## config.mk

```make
export PLATFORM = sky130hd
export DESIGN_NAME = rc5_block_cipher_ofb_unit
export DESIGN_NICKNAME = d
export VERILOG_FILES = /design/src/hdl/rc5_pkg.sv /design/src/hdl/rc5_ram.sv /design/src/hdl/rc5_core.sv /design/src/hdl/rc5_block_cipher_ofb_unit.sv
export SDC_FILE = /design/constraint.sdc
export NUM_CORES = 2
export LEC_CHECK = 0
export BUFFER_PORTS_ARGS = -buffer_cell sky130_fd_sc_hd__buf_4
export CAP_MARGIN = 10
export CORE_MARGIN = 3
export CORE_UTILIZATION = 63
export DETAILED_ROUTE_END_ITERATION = 6
export GPL_TIMING_DRIVEN = 0
export HOLD_SLACK_MARGIN = 0.12
export PLACE_DENSITY = 0.89
export SKIP_LAST_GASP = 1
export SLEW_MARGIN = 20
export SYNTH_ARGS = -nofsm -noshare
export SYNTH_HDL_FRONTEND = slang
export SYNTH_HIERARCHICAL = 1
export SYNTH_SLANG_ARGS = --single-unit
```

## constraint.sdc

```tcl
create_clock -name clk -period 9 [get_ports clk]
set_clock_uncertainty 0.05 [all_clocks]
set_input_delay 0.45 -clock clk [delete_from_list [all_inputs] [get_ports clk]]
set_output_delay 0.45 -clock clk [all_outputs]
set_load 0.01 [all_outputs]
```

## src/hdl/rc5_pkg.sv

```systemverilog
// Shared types and constants for the RC5-32 OFB cipher unit.
// No dependencies; imported by the core and the top level.
package rc5_pkg;

  // Key schedule magic constants for 32-bit words.
  localparam logic [31:0] MAGIC_P = 32'hB7E15163;
  localparam logic [31:0] MAGIC_Q = 32'h9E3779B9;

  // Operating modes carried with each block.
  localparam logic [1:0] MODE_ENC  = 2'd0;
  localparam logic [1:0] MODE_DEC  = 2'd1;
  localparam logic [1:0] MODE_OFB  = 2'd2;
  localparam logic [1:0] MODE_PASS = 2'd3;

  // Register indexes on the configuration port.
  localparam logic [1:0] REG_KEY_LOW  = 2'd0;
  localparam logic [1:0] REG_KEY_HIGH = 2'd1;
  localparam logic [1:0] REG_ROUNDS   = 2'd2;
  localparam logic [1:0] REG_IV       = 2'd3;

  localparam logic [5:0] ROUNDS_RESET = 6'd12;

  // Configuration handed from the register file to the core.
  typedef struct packed {
    logic [63:0] key_low;
    logic [63:0] key_high;
    logic [5:0]  round_count;
    logic [63:0] init_vector;
  } cfg_t;

  // Rotate left; an amount of zero returns the operand.
  function automatic logic [31:0] rotl32(input logic [31:0] x, input logic [4:0] n);
    logic [63:0] w;
    w = {x, x} << n;
    return w[63:32];
  endfunction

  // Rotate right; an amount of zero returns the operand.
  function automatic logic [31:0] rotr32(input logic [31:0] x, input logic [4:0] n);
    logic [63:0] w;
    w = {x, x} >> n;
    return w[31:0];
  endfunction

endpackage

```

## src/hdl/rc5_ram.sv

```systemverilog
// Generic single-write, single-read synchronous RAM with registered read data.
// No dependencies; holds the subkey table of the cipher core.
module rc5_ram #(
  parameter int WIDTH = 32,
  parameter int DEPTH = 66
) (
  input  logic                     clk,
  input  logic                     we,
  input  logic [$clog2(DEPTH)-1:0] waddr,
  input  logic [WIDTH-1:0]         wdata,
  input  logic [$clog2(DEPTH)-1:0] raddr,
  output logic [WIDTH-1:0]         rdata
);

  logic [WIDTH-1:0] mem [DEPTH];

  // Write port and registered read port.
  always_ff @(posedge clk) begin
    if (we) begin
      mem[waddr] <= wdata;
    end
    rdata <= mem[raddr];
  end

endmodule

```

## src/hdl/rc5_core.sv

```systemverilog
// RC5-32 sequencer: key schedule, shared half-round unit, keystream and result register.
// Depends on rc5_pkg and rc5_ram (subkey table).
module rc5_core #(
  parameter int MAX_ROUNDS = 32
) (
  input  logic          clk,
  input  logic          rst_n,
  input  rc5_pkg::cfg_t cfg,
  input  logic          cfg_clear,
  input  logic          in_valid,
  output logic          in_ready,
  input  logic [1:0]    in_mode,
  input  logic [31:0]   in_half_a,
  input  logic [31:0]   in_half_b,
  input  logic          in_restart,
  output logic          out_valid,
  input  logic          out_ready,
  output logic [31:0]   out_a,
  output logic [31:0]   out_b
);
  import rc5_pkg::*;

  localparam int TD = 2 * MAX_ROUNDS + 2;
  localparam int AW = $clog2(TD);
  localparam int TW = AW + 1;
  localparam int RW = $clog2(MAX_ROUNDS + 1);
  localparam int SW = $clog2(6 * MAX_ROUNDS + 7);

  localparam logic [2:0] ST_IDLE   = 3'd0;
  localparam logic [2:0] ST_FILL   = 3'd1;
  localparam logic [2:0] ST_MIXPRE = 3'd2;
  localparam logic [2:0] ST_MIXA   = 3'd3;
  localparam logic [2:0] ST_MIXB   = 3'd4;
  localparam logic [2:0] ST_CPRE   = 3'd5;
  localparam logic [2:0] ST_CRUN   = 3'd6;
  localparam logic [2:0] ST_DONE   = 3'd7;

  logic [2:0]    state_r, state_nxt;
  logic          ready_r, ready_nxt;
  logic [63:0]   ks_r, ks_nxt;
  logic [1:0]    mode_r, mode_nxt;
  logic [31:0]   xa_r, xa_nxt, xb_r, xb_nxt;
  logic [31:0]   da_r, da_nxt, db_r, db_nxt;
  logic [31:0]   ma_r, ma_nxt, mb_r, mb_nxt;
  logic [31:0]   fill_r, fill_nxt;
  logic [31:0]   kw_r [4];
  logic [31:0]   kw_nxt [4];
  logic [AW-1:0] i_r, i_nxt;
  logic [1:0]    j_r, j_nxt;
  logic [SW-1:0] steps_r, steps_nxt;
  logic [AW-1:0] k_r, k_nxt;
  logic [TW-1:0] hc_r, hc_nxt;
  logic          ov_r, ov_nxt;
  logic [31:0]   oa_r, oa_nxt, ob_r, ob_nxt;

  logic [RW-1:0] r_eff;
  logic [TW-1:0] t_val;
  logic [TW-1:0] i_inc;
  logic [AW-1:0] i_wrap;
  logic [AW-1:0] k_start;
  logic [AW-1:0] k_step;
  logic          dir_dec;
  logic          we;
  logic [31:0]   wdata;
  logic [AW-1:0] raddr;
  logic [31:0]   rdata;
  logic [31:0]   a_mix, sum_ab, b_mix;
  logic          out_free;
  logic          accept;

  // Subkey table.
  rc5_ram #(.WIDTH(32), .DEPTH(TD)) u_subkeys (
    .clk   (clk),
    .we    (we),
    .waddr (i_r),
    .wdata (wdata),
    .raddr (raddr),
    .rdata (rdata)
  );

  // Effective round count, clamped to the supported range, and table size.
  always_comb begin
    if (cfg.round_count == 6'd0) begin
      r_eff = RW'(1);
    end else if (32'(cfg.round_count) > MAX_ROUNDS) begin
      r_eff = RW'(MAX_ROUNDS);
    end else begin
      r_eff = RW'(cfg.round_count);
    end
  end
  assign t_val = {1'b0, r_eff, 1'b0} + TW'(2);

  // Table index stepping with wrap at the table size.
  assign i_inc   = TW'(i_r) + TW'(1);
  assign i_wrap  = (i_inc == t_val) ? '0 : i_inc[AW-1:0];
  assign dir_dec = (mode_r == MODE_DEC);
  assign k_start = dir_dec ? AW'(t_val - TW'(1)) : '0;
  assign k_step  = dir_dec ? (k_r - AW'(1)) : (k_r + AW'(1));

  // Key mixing arithmetic: subkey update, then key word update.
  assign a_mix  = rotl32(rdata + ma_r + mb_r, 5'd3);
  assign sum_ab = ma_r + mb_r;
  assign b_mix  = rotl32(kw_r[j_r] + sum_ab, sum_ab[4:0]);

  assign in_ready  = (state_r == ST_IDLE);
  assign accept    = in_valid && in_ready;
  assign out_free  = !ov_r || out_ready;
  assign out_valid = ov_r;
  assign out_a     = oa_r;
  assign out_b     = ob_r;

  // Sequencer and datapath next-state logic.
  always_comb begin
    state_nxt = state_r;
    ready_nxt = ready_r;
    ks_nxt    = ks_r;
    mode_nxt  = mode_r;
    xa_nxt    = xa_r;
    xb_nxt    = xb_r;
    da_nxt    = da_r;
    db_nxt    = db_r;
    ma_nxt    = ma_r;
    mb_nxt    = mb_r;
    fill_nxt  = fill_r;
    kw_nxt    = kw_r;
    i_nxt     = i_r;
    j_nxt     = j_r;
    steps_nxt = steps_r;
    k_nxt     = k_r;
    hc_nxt    = hc_r;
    ov_nxt    = ov_r && !out_ready;
    oa_nxt    = oa_r;
    ob_nxt    = ob_r;
    we        = 1'b0;
    wdata     = fill_r;
    raddr     = i_r;

    case (state_r)
      ST_IDLE: begin
        if (accept) begin
          mode_nxt = in_mode;
          da_nxt   = in_half_a;
          db_nxt   = in_half_b;
          if (in_mode == MODE_OFB) begin
            xa_nxt = in_restart ? cfg.init_vector[31:0]  : ks_r[31:0];
            xb_nxt = in_restart ? cfg.init_vector[63:32] : ks_r[63:32];
          end else begin
            xa_nxt = in_half_a;
            xb_nxt = in_half_b;
          end
          if (!ready_r) begin
            kw_nxt[0] = cfg.key_low[31:0];
            kw_nxt[1] = cfg.key_low[63:32];
            kw_nxt[2] = cfg.key_high[31:0];
            kw_nxt[3] = cfg.key_high[63:32];
            fill_nxt  = MAGIC_P;
            i_nxt     = '0;
            state_nxt = ST_FILL;
          end else if (in_mode == MODE_PASS) begin
            state_nxt = ST_DONE;
          end else begin
            state_nxt = ST_CPRE;
          end
        end
      end
      ST_FILL: begin
        // Arithmetic progression of the magic constants.
        we       = 1'b1;
        wdata    = fill_r;
        fill_nxt = fill_r + MAGIC_Q;
        i_nxt    = i_wrap;
        if (i_inc == t_val) begin
          ma_nxt    = '0;
          mb_nxt    = '0;
          j_nxt     = '0;
          steps_nxt = SW'(t_val) + SW'({t_val, 1'b0});
          state_nxt = ST_MIXPRE;
        end
      end
      ST_MIXPRE: begin
        raddr     = i_r;
        state_nxt = ST_MIXA;
      end
      ST_MIXA: begin
        we        = 1'b1;
        wdata     = a_mix;
        ma_nxt    = a_mix;
        state_nxt = ST_MIXB;
      end
      ST_MIXB: begin
        kw_nxt[j_r] = b_mix;
        mb_nxt      = b_mix;
        i_nxt       = i_wrap;
        j_nxt       = j_r + 2'd1;
        steps_nxt   = steps_r - SW'(1);
        raddr       = i_wrap;
        if (steps_r == SW'(1)) begin
          ready_nxt = 1'b1;
          state_nxt = (mode_r == MODE_PASS) ? ST_DONE : ST_CPRE;
        end else begin
          state_nxt = ST_MIXA;
        end
      end
      ST_CPRE: begin
        raddr     = k_start;
        k_nxt     = k_start;
        hc_nxt    = t_val - TW'(1);
        state_nxt = ST_CRUN;
      end
      ST_CRUN: begin
        // One half-round per cycle on the subkey that arrives now.
        if (!dir_dec) begin
          if (k_r[AW-1:1] == '0) begin
            if (k_r[0]) xb_nxt = xb_r + rdata;
            else        xa_nxt = xa_r + rdata;
          end else if (k_r[0]) begin
            xb_nxt = rotl32(xb_r ^ xa_r, xa_r[4:0]) + rdata;
          end else begin
            xa_nxt = rotl32(xa_r ^ xb_r, xb_r[4:0]) + rdata;
          end
        end else begin
          if (k_r[AW-1:1] == '0) begin
            if (k_r[0]) xb_nxt = xb_r - rdata;
            else        xa_nxt = xa_r - rdata;
          end else if (k_r[0]) begin
            xb_nxt = rotr32(xb_r - rdata, xa_r[4:0]) ^ xa_r;
          end else begin
            xa_nxt = rotr32(xa_r - rdata, xb_r[4:0]) ^ xb_r;
          end
        end
        if (hc_r == '0) begin
          raddr     = k_r;
          state_nxt = ST_DONE;
        end else begin
          raddr  = k_step;
          k_nxt  = k_step;
          hc_nxt = hc_r - TW'(1);
        end
      end
      ST_DONE: begin
        // Hand the result to the output register once it is free.
        if (out_free) begin
          ov_nxt = 1'b1;
          if (mode_r == MODE_OFB) begin
            oa_nxt = xa_r ^ da_r;
            ob_nxt = xb_r ^ db_r;
            ks_nxt = {xb_r, xa_r};
          end else begin
            oa_nxt = xa_r;
            ob_nxt = xb_r;
          end
          state_nxt = ST_IDLE;
        end
      end
      default: begin
        state_nxt = ST_IDLE;
      end
    endcase

    // A configuration write invalidates the schedule.
    if (cfg_clear) begin
      ready_nxt = 1'b0;
    end
  end

  // Control registers.
  always_ff @(posedge clk) begin
    if (!rst_n) begin
      state_r <= ST_IDLE;
      ready_r <= 1'b0;
      ks_r    <= '0;
      ov_r    <= 1'b0;
    end else begin
      state_r <= state_nxt;
      ready_r <= ready_nxt;
      ks_r    <= ks_nxt;
      ov_r    <= ov_nxt;
    end
  end

  // Datapath registers.
  always_ff @(posedge clk) begin
    mode_r  <= mode_nxt;
    xa_r    <= xa_nxt;
    xb_r    <= xb_nxt;
    da_r    <= da_nxt;
    db_r    <= db_nxt;
    ma_r    <= ma_nxt;
    mb_r    <= mb_nxt;
    fill_r  <= fill_nxt;
    kw_r    <= kw_nxt;
    i_r     <= i_nxt;
    j_r     <= j_nxt;
    steps_r <= steps_nxt;
    k_r     <= k_nxt;
    hc_r    <= hc_nxt;
    oa_r    <= oa_nxt;
    ob_r    <= ob_nxt;
  end

endmodule

```

## src/hdl/rc5_block_cipher_ofb_unit.sv

```systemverilog
// RC5-32 block cipher unit with encrypt, decrypt and OFB modes.
// Each block is processed at one half-round per cycle on the subkey RAM read port; a new
// block is taken only after the previous result has moved to the output register.
// A pass-through block (mode 3) skips the rounds. A result that waits on out_ready stalls
// the next block. After reset or a register write the first block runs the key schedule.
// Reset (rst_n low, synchronous) restores register defaults, zeroes the keystream and
// marks the schedule invalid; the subkey RAM is not cleared.
module rc5_block_cipher_ofb_unit #(
  parameter int MAX_ROUNDS = 32
) (
  input  logic        clk,
  input  logic        rst_n,
  input  logic        psel,
  input  logic        penable,
  input  logic        pwrite,
  input  logic [4:0]  paddr,
  input  logic [63:0] pwdata,
  output logic [63:0] prdata,
  output logic        pready,
  input  logic        in_valid,
  output logic        in_ready,
  input  logic [1:0]  in_mode,
  input  logic [31:0] in_half_a,
  input  logic [31:0] in_half_b,
  input  logic        in_restart,
  output logic        out_valid,
  input  logic        out_ready,
  output logic [31:0] out_a,
  output logic [31:0] out_b
);
  import rc5_pkg::*;

  cfg_t       cfg_r, cfg_nxt;
  logic       wr_en;
  logic [1:0] reg_idx;

  assign pready  = 1'b1;
  assign reg_idx = paddr[4:3];
  assign wr_en   = psel && penable && pwrite;

  // Register file write decode.
  always_comb begin
    cfg_nxt = cfg_r;
    if (wr_en) begin
      case (reg_idx)
        REG_KEY_LOW:  cfg_nxt.key_low     = pwdata;
        REG_KEY_HIGH: cfg_nxt.key_high    = pwdata;
        REG_ROUNDS:   cfg_nxt.round_count = pwdata[5:0];
        REG_IV:       cfg_nxt.init_vector = pwdata;
        default:      cfg_nxt = cfg_r;
      endcase
    end
  end

  always_ff @(posedge clk) begin
    if (!rst_n) begin
      cfg_r.key_low     <= '0;
      cfg_r.key_high    <= '0;
      cfg_r.round_count <= ROUNDS_RESET;
      cfg_r.init_vector <= '0;
    end else begin
      cfg_r <= cfg_nxt;
    end
  end

  // Read back of the selected register.
  always_comb begin
    case (reg_idx)
      REG_KEY_LOW:  prdata = cfg_r.key_low;
      REG_KEY_HIGH: prdata = cfg_r.key_high;
      REG_ROUNDS:   prdata = {58'd0, cfg_r.round_count};
      REG_IV:       prdata = cfg_r.init_vector;
      default:      prdata = '0;
    endcase
  end

  // Cipher core; every register write invalidates its key schedule.
  rc5_core #(.MAX_ROUNDS(MAX_ROUNDS)) u_core (
    .clk        (clk),
    .rst_n      (rst_n),
    .cfg        (cfg_r),
    .cfg_clear  (wr_en),
    .in_valid   (in_valid),
    .in_ready   (in_ready),
    .in_mode    (in_mode),
    .in_half_a  (in_half_a),
    .in_half_b  (in_half_b),
    .in_restart (in_restart),
    .out_valid  (out_valid),
    .out_ready  (out_ready),
    .out_a      (out_a),
    .out_b      (out_b)
  );

endmodule
```

==> results of run 1 <==
[logic make-up after synthesis]
family                   after synthesis  synth area share, %
other                                  1              0.00266
multiplexers                        1420                 15.5
flip-flops                          2861                 58.8
buffers and inverters                851                 2.72
AND/OR/NAND/NOR                     2387                 7.43
XOR/XNOR                             398                 2.47
AO/OA/AOI/OAI                       2165                 10.3
adder cells (fa/ha/maj)              281                 2.71
[metal layers]
| metal | GRT overflow | global-route usage [%] |
|---|---|---|
| met1 | 14 | 75.7 |
| met2 | 80 | 88.2 |
| met3 | 24 | 55.9 |
| met4 | 62 | 68.3 |
| met5 | 1 | 32.3 |
[through the flow]
step | TNS (ns) | utilization (%) | std cells
2_1_floorplan | 0 | - | 10364
3_5_place_dp | -12.55 | 68.3 | 13753
4_1_cts | -0.166 | 73.2 | 14406
3_3_place_gp | -247.61 | 66.3 | 13588
[repair_timing]
item	4_1_cts
endpoints found under the setup margin	40
hold endpoints to repair	360
resized for setup	13
setup buffers	0
hold buffers	137
==> impl_metrics.toml, run 1 <==
[yosys]
synth.most_common_cell = "edfxtp_1"
netlist_instances = 10364
synth_cell_type_count = 105
syn-num-nets = 10788
synth_area_um2 = 141000
ys.flop_type = "edfxtp_1"
yosys-top-cells-count = "edfxtp_1 (2562), nand2_1 (1099), mux2i_1 (672), nor2_1 (616), mux4_2 (600)"
ys_async_sr_fraction_pct = 0
synthTopCellsByArea = "edfxtp_1 (55%), mux4_2 (9.6%), mux2i_1 (4.8%), dfxtp_1 (4.2%), nand2_1 (2.9%)"
avgSynthCellArea_um2 = 13.6
synth_top_area_cell = "edfxtp_1"
synth-edff-count = 2562
ys_seq_area_share_pct = 58.8
ys_ff_latch = 2861
yosys.area.top_type_share_pct = 54.6
ys_warn_count = 6

[placement]
postPlaceCellArea_um2 = 151000
port_buffers = 266
place_ws_ns = -0.924
gp_congestion = 1.10
dp_hpwl_um = 502000

[run_status]
error = "[ERROR GRT-0116] Global routing finished with congestion. Check the congestion regions in the DRC Viewer."
failing_step = "5_1_grt"
outcome = "aborted with a tool error"

[clock_network]
ctsLongestPathBuffers = 4
cts.sinks = 2861
cts-buffers-inserted = 300
cts_root_buf = "clkbuf_16"
h-tree-depth = 5

[floorplanning]
top_level_ports = 274
rows = 172
start_util_pct = 63.8
die_width_um = 479
die_h_um = 479

[global_routing]
grt_max_degree = 67
grtUsageTotal_pct = 72.6
grt_pass1_wl_um = 1130000
grt.overflow.total = 181
grt_pass1_vias = 128420
==> run 2, diff against run 1 <==
--- a/config.mk
+++ b/config.mk
@@ -8,11 +8,10 @@
 export BUFFER_PORTS_ARGS = -buffer_cell sky130_fd_sc_hd__buf_4
 export CAP_MARGIN = 10
 export CORE_MARGIN = 3
-export CORE_UTILIZATION = 63
+export CORE_UTILIZATION = 40
 export DETAILED_ROUTE_END_ITERATION = 6
 export GPL_TIMING_DRIVEN = 0
-export HOLD_SLACK_MARGIN = 0.12
-export PLACE_DENSITY = 0.89
+export PLACE_DENSITY_LB_ADDON = 0.15
 export SKIP_LAST_GASP = 1
 export SLEW_MARGIN = 20
 export SYNTH_ARGS = -nofsm -noshare
==> impl_metrics.toml, run 2 <==
[global_routing]
grt_max_degree = 67
grt_pass1_wl_um = 885000
grtUsageTotal_pct = 36.5
antenna_found_initial = 50
grt.overflow.total = 0
grt_pass1_vias = 99028

[setup_path]
timing.reg2reg.setup_slack_ns = 0.13
cp.depth = 24
crit_buf_inv = 5
reg2reg_from = "u_core/xa_r[1]"
rr_worst_depth = 24
slowest_stage = "o21ai_0"
arrival_ns = 9.48
slowest_delay_ns = 0.67
crit_chain = "clkbuf_1 > clkbuf_2 > buf_1 > clkbuf_2 > clkbuf_2 > o21ai_0 > o21ai_0 > mux2i_1 > mux2i_1 > mux2i_1 > a21oi_1 > ha_1 > a2111o_1 > o211ai_1 > nor2_1 > a41oi_1 > o211a_1 > nor3_1 > nor3_1 > o41ai_1 > mux2i_1 > nand3_1 > mux2i_1 > nor2_1"
path_delay_family = "compound AO/OA/AOI/OAI gates"
end_kind = "flop"
crit_top_cell = "mux2i_1"
reg2reg_to = "u_core/xb_r[29]"
required_ns = 9.61
crit_end = "u_core/xb_r[29]"
critPathMaxFanout = 10
critPathLaunchType = "flop"
startpoint = "u_core/xa_r[1]"
crit_type = "reg -> reg"

[cells_and_area]
reg_top3 = "u_core/u_subkeys/mem x2112, cfg_r x198, u_core/kw_r x128"
final_common_cell = "edfxtp_1"
drive_above_1_share_pct = 18.5
largest_register_ffs = 2112
nNetsFinal = 11706
final_util_pct = 47.4
areaGrowthSynthToFinish_pct = 17.7
largest_register = "u_core/u_subkeys/mem"
final_cell_mix = "edfxtp_1 (2562), nand2_1 (1097), mux2i_1 (671)"
fin_area_um2 = 166000

[timing]
clock.fmax_mhz = 113
final-setup-viol-count = 0
worst_slew_pin_slew_ns = 1.32
period_share_pct = 98.5
rsz0062_at_grt = "yes"
hold_violations = 0
period_minus_slack_ns = 8.87
report.final.slew_viol_count = 0
slew_headroom_pct = 11.9

[routing]
drt_iter0_drc = 14781
ant_nets = 0
first_pass_iters = 6
routed_wirelength_um = 669000
drc_errors = 0
post_drt_wl_per_cell_um = 41.4
vias = 103654
viasPerCell = 6.41

[placement]
port_buffers = 266
dp_hpwl_um = 515000
gp_congestion = 1.02
postPlaceCellArea_um2 = 154000

[power]
max-vdd-ir-drop_v = 0.000334
powerDensity_nw_per_um2 = 434
pwr-share-seq_pct = 25.6
pwr-share-clk_pct = 18.1
combPwrFrac_pct = 56.3
p_sw_mw = 34.6
power_mw = 71.9
switching_share_pct = 48.1
internal_power_mw = 37.3
leakage_nw = 57.1

[clock_network]
cts.sinks = 2861
ctsLongestPathBuffers = 4
cts-buffers-inserted = 315
cts_root_buf = "clkbuf_16"
cts_tree = "done"
insertion_delay_ns = 0.93
clk_pin_slew_ns = 0.06
h-tree-depth = 5

[yosys]
synth-edff-count = 2562
synthTopCellsByArea = "edfxtp_1 (55%), mux4_2 (9.6%), mux2i_1 (4.8%), dfxtp_1 (4.2%), nand2_1 (2.9%)"
ys_seq_area_share_pct = 58.8
ys_async_sr_fraction_pct = 0
synth_top_area_cell = "edfxtp_1"
yosys.area.top_type_share_pct = 54.6
yosys-top-cells-count = "edfxtp_1 (2562), nand2_1 (1099), mux2i_1 (672), nor2_1 (616), mux4_2 (600)"
ys_warn_count = 6
synth_cell_type_count = 105
ys_ff_latch = 2861
avgSynthCellArea_um2 = 13.6
synth.most_common_cell = "edfxtp_1"
synth_area_um2 = 141000
syn-num-nets = 10788
ys.flop_type = "edfxtp_1"
netlist_instances = 10364

[floorplanning]
core_area_um2 = 350000
top_level_ports = 274
rows = 217
die_h_um = 600
dieArea_um2 = 359000
start_util_pct = 40.3
die_width_um = 600

[worst_hold_path]
hold_path_class = "in -> reg"

[flow_run]
cap_viol_max_count = 0

[run_status]
outcome = "completed"
[run 2: cell counts after synthesis]
No cell type changed its count.
[run 2: final cells by class]
| cell class | count | area (um2) |
|---|---|---|
| fillers | 30755 | 184000 |
| flip-flops and latches | 2861 | 82900 |
| multi-input cells | 6652 | 55100 |
| clock buffers | 406 | 8410 |
| repair buffers | 603 | 7820 |
| well taps | 4599 | 5750 |
| plain buffers | 684 | 3290 |
| clock inverters | 169 | 1820 |
| inverters | 165 | 619 |
| diodes | 24 | 60.1 |
[run 2: kinds of logic (layout without fill, tap and decap cells)]
| logic type | count (synthesis) | count (layout) | synth area share [%] |
|---|---|---|---|
| AO/OA/AOI/OAI | 2165 | 2165 | 10.3 |
| other | 1 | 25 | 0.00266 |
| multiplexers | 1420 | 1420 | 15.5 |
| flip-flops | 2861 | 2861 | 58.8 |
| XOR/XNOR | 398 | 398 | 2.47 |
| buffers and inverters | 851 | 2027 | 2.72 |
| AND/OR/NAND/NOR | 2387 | 2387 | 7.43 |
| adder cells (fa/ha/maj) | 281 | 281 | 2.71 |
[run 2: routing by layer]
layer	track usage [%]	up-vias	wire (um)	part of all wire, %
li1	-	42149	-	-
met1	47.1	53899	256000	38
met2	57.2	6207	303000	45
met3	6.48	1373	58600	8.7
met4	22.7	26	50900	7.6
met5	0	-	168	0.025
[run 2: power by group through the flow]
| stage | Sequential, mW | Combinational (mW) | Clock [mW] |
|---|---|---|---|
| global route | 18.4 | 41.8 | 13.7 |
| global placement | 19.0 | 38.3 | 0 |
| CTS | 18.4 | 39.6 | 13.1 |
| finish | 18.4 | 40.5 | 13.0 |
| floorplan | 17.8 | 22.4 | 0 |
| detailed placement | 18.7 | 39.3 | 0 |
[run 2: repair_timing]
item                                   4_1_cts  5_1_grt
resized for setup                           16        8
pin swaps                                    1        0
endpoints found under the hold margin      306        0
setup endpoints to repair                   22       10
setup buffers                                2        0
hold buffers                               125        0
[run 2: worst min-delay path, stage by stage]
cell     delay, ns
buf_4         0.08
nand2_1       0.23
mux2i_1       0.21
[run 2: worst min path at each step]
stage / start / endpoint / cells past startpoint
after floorplan: cfg_r[161] / cfg_r[161] / 2
after global placement: u_core/ks_r[27] / u_core/ks_r[27] / 2
after detailed placement: u_core/ks_r[58] / u_core/ks_r[58] / 2
after CTS: pwdata[10] / cfg_r[144] / 3
after global routing: pwdata[6] / cfg_r[6] / 3
final: pwdata[4] / cfg_r[74] / 3
[run 2: metrics by stage]
stage / hold WS [ns] / setup WS [ns] / instances / setup TNS [ns]
finish: 0.0903 / 0.131 / 16163 / 0
global route: 0.0398 / -0.118 / 16144 / -0.118
CTS: 0.00287 / 0.0821 / 16140 / 0
detailed placement: 0.408 / -0.877 / 15439 / -6.10
global placement: 0.402 / -2.46 / 15229 / -495.13
floorplan: 0.392 / 1.89 / 10364 / 0
Note: power is estimated with default switching activity, not from simulation.
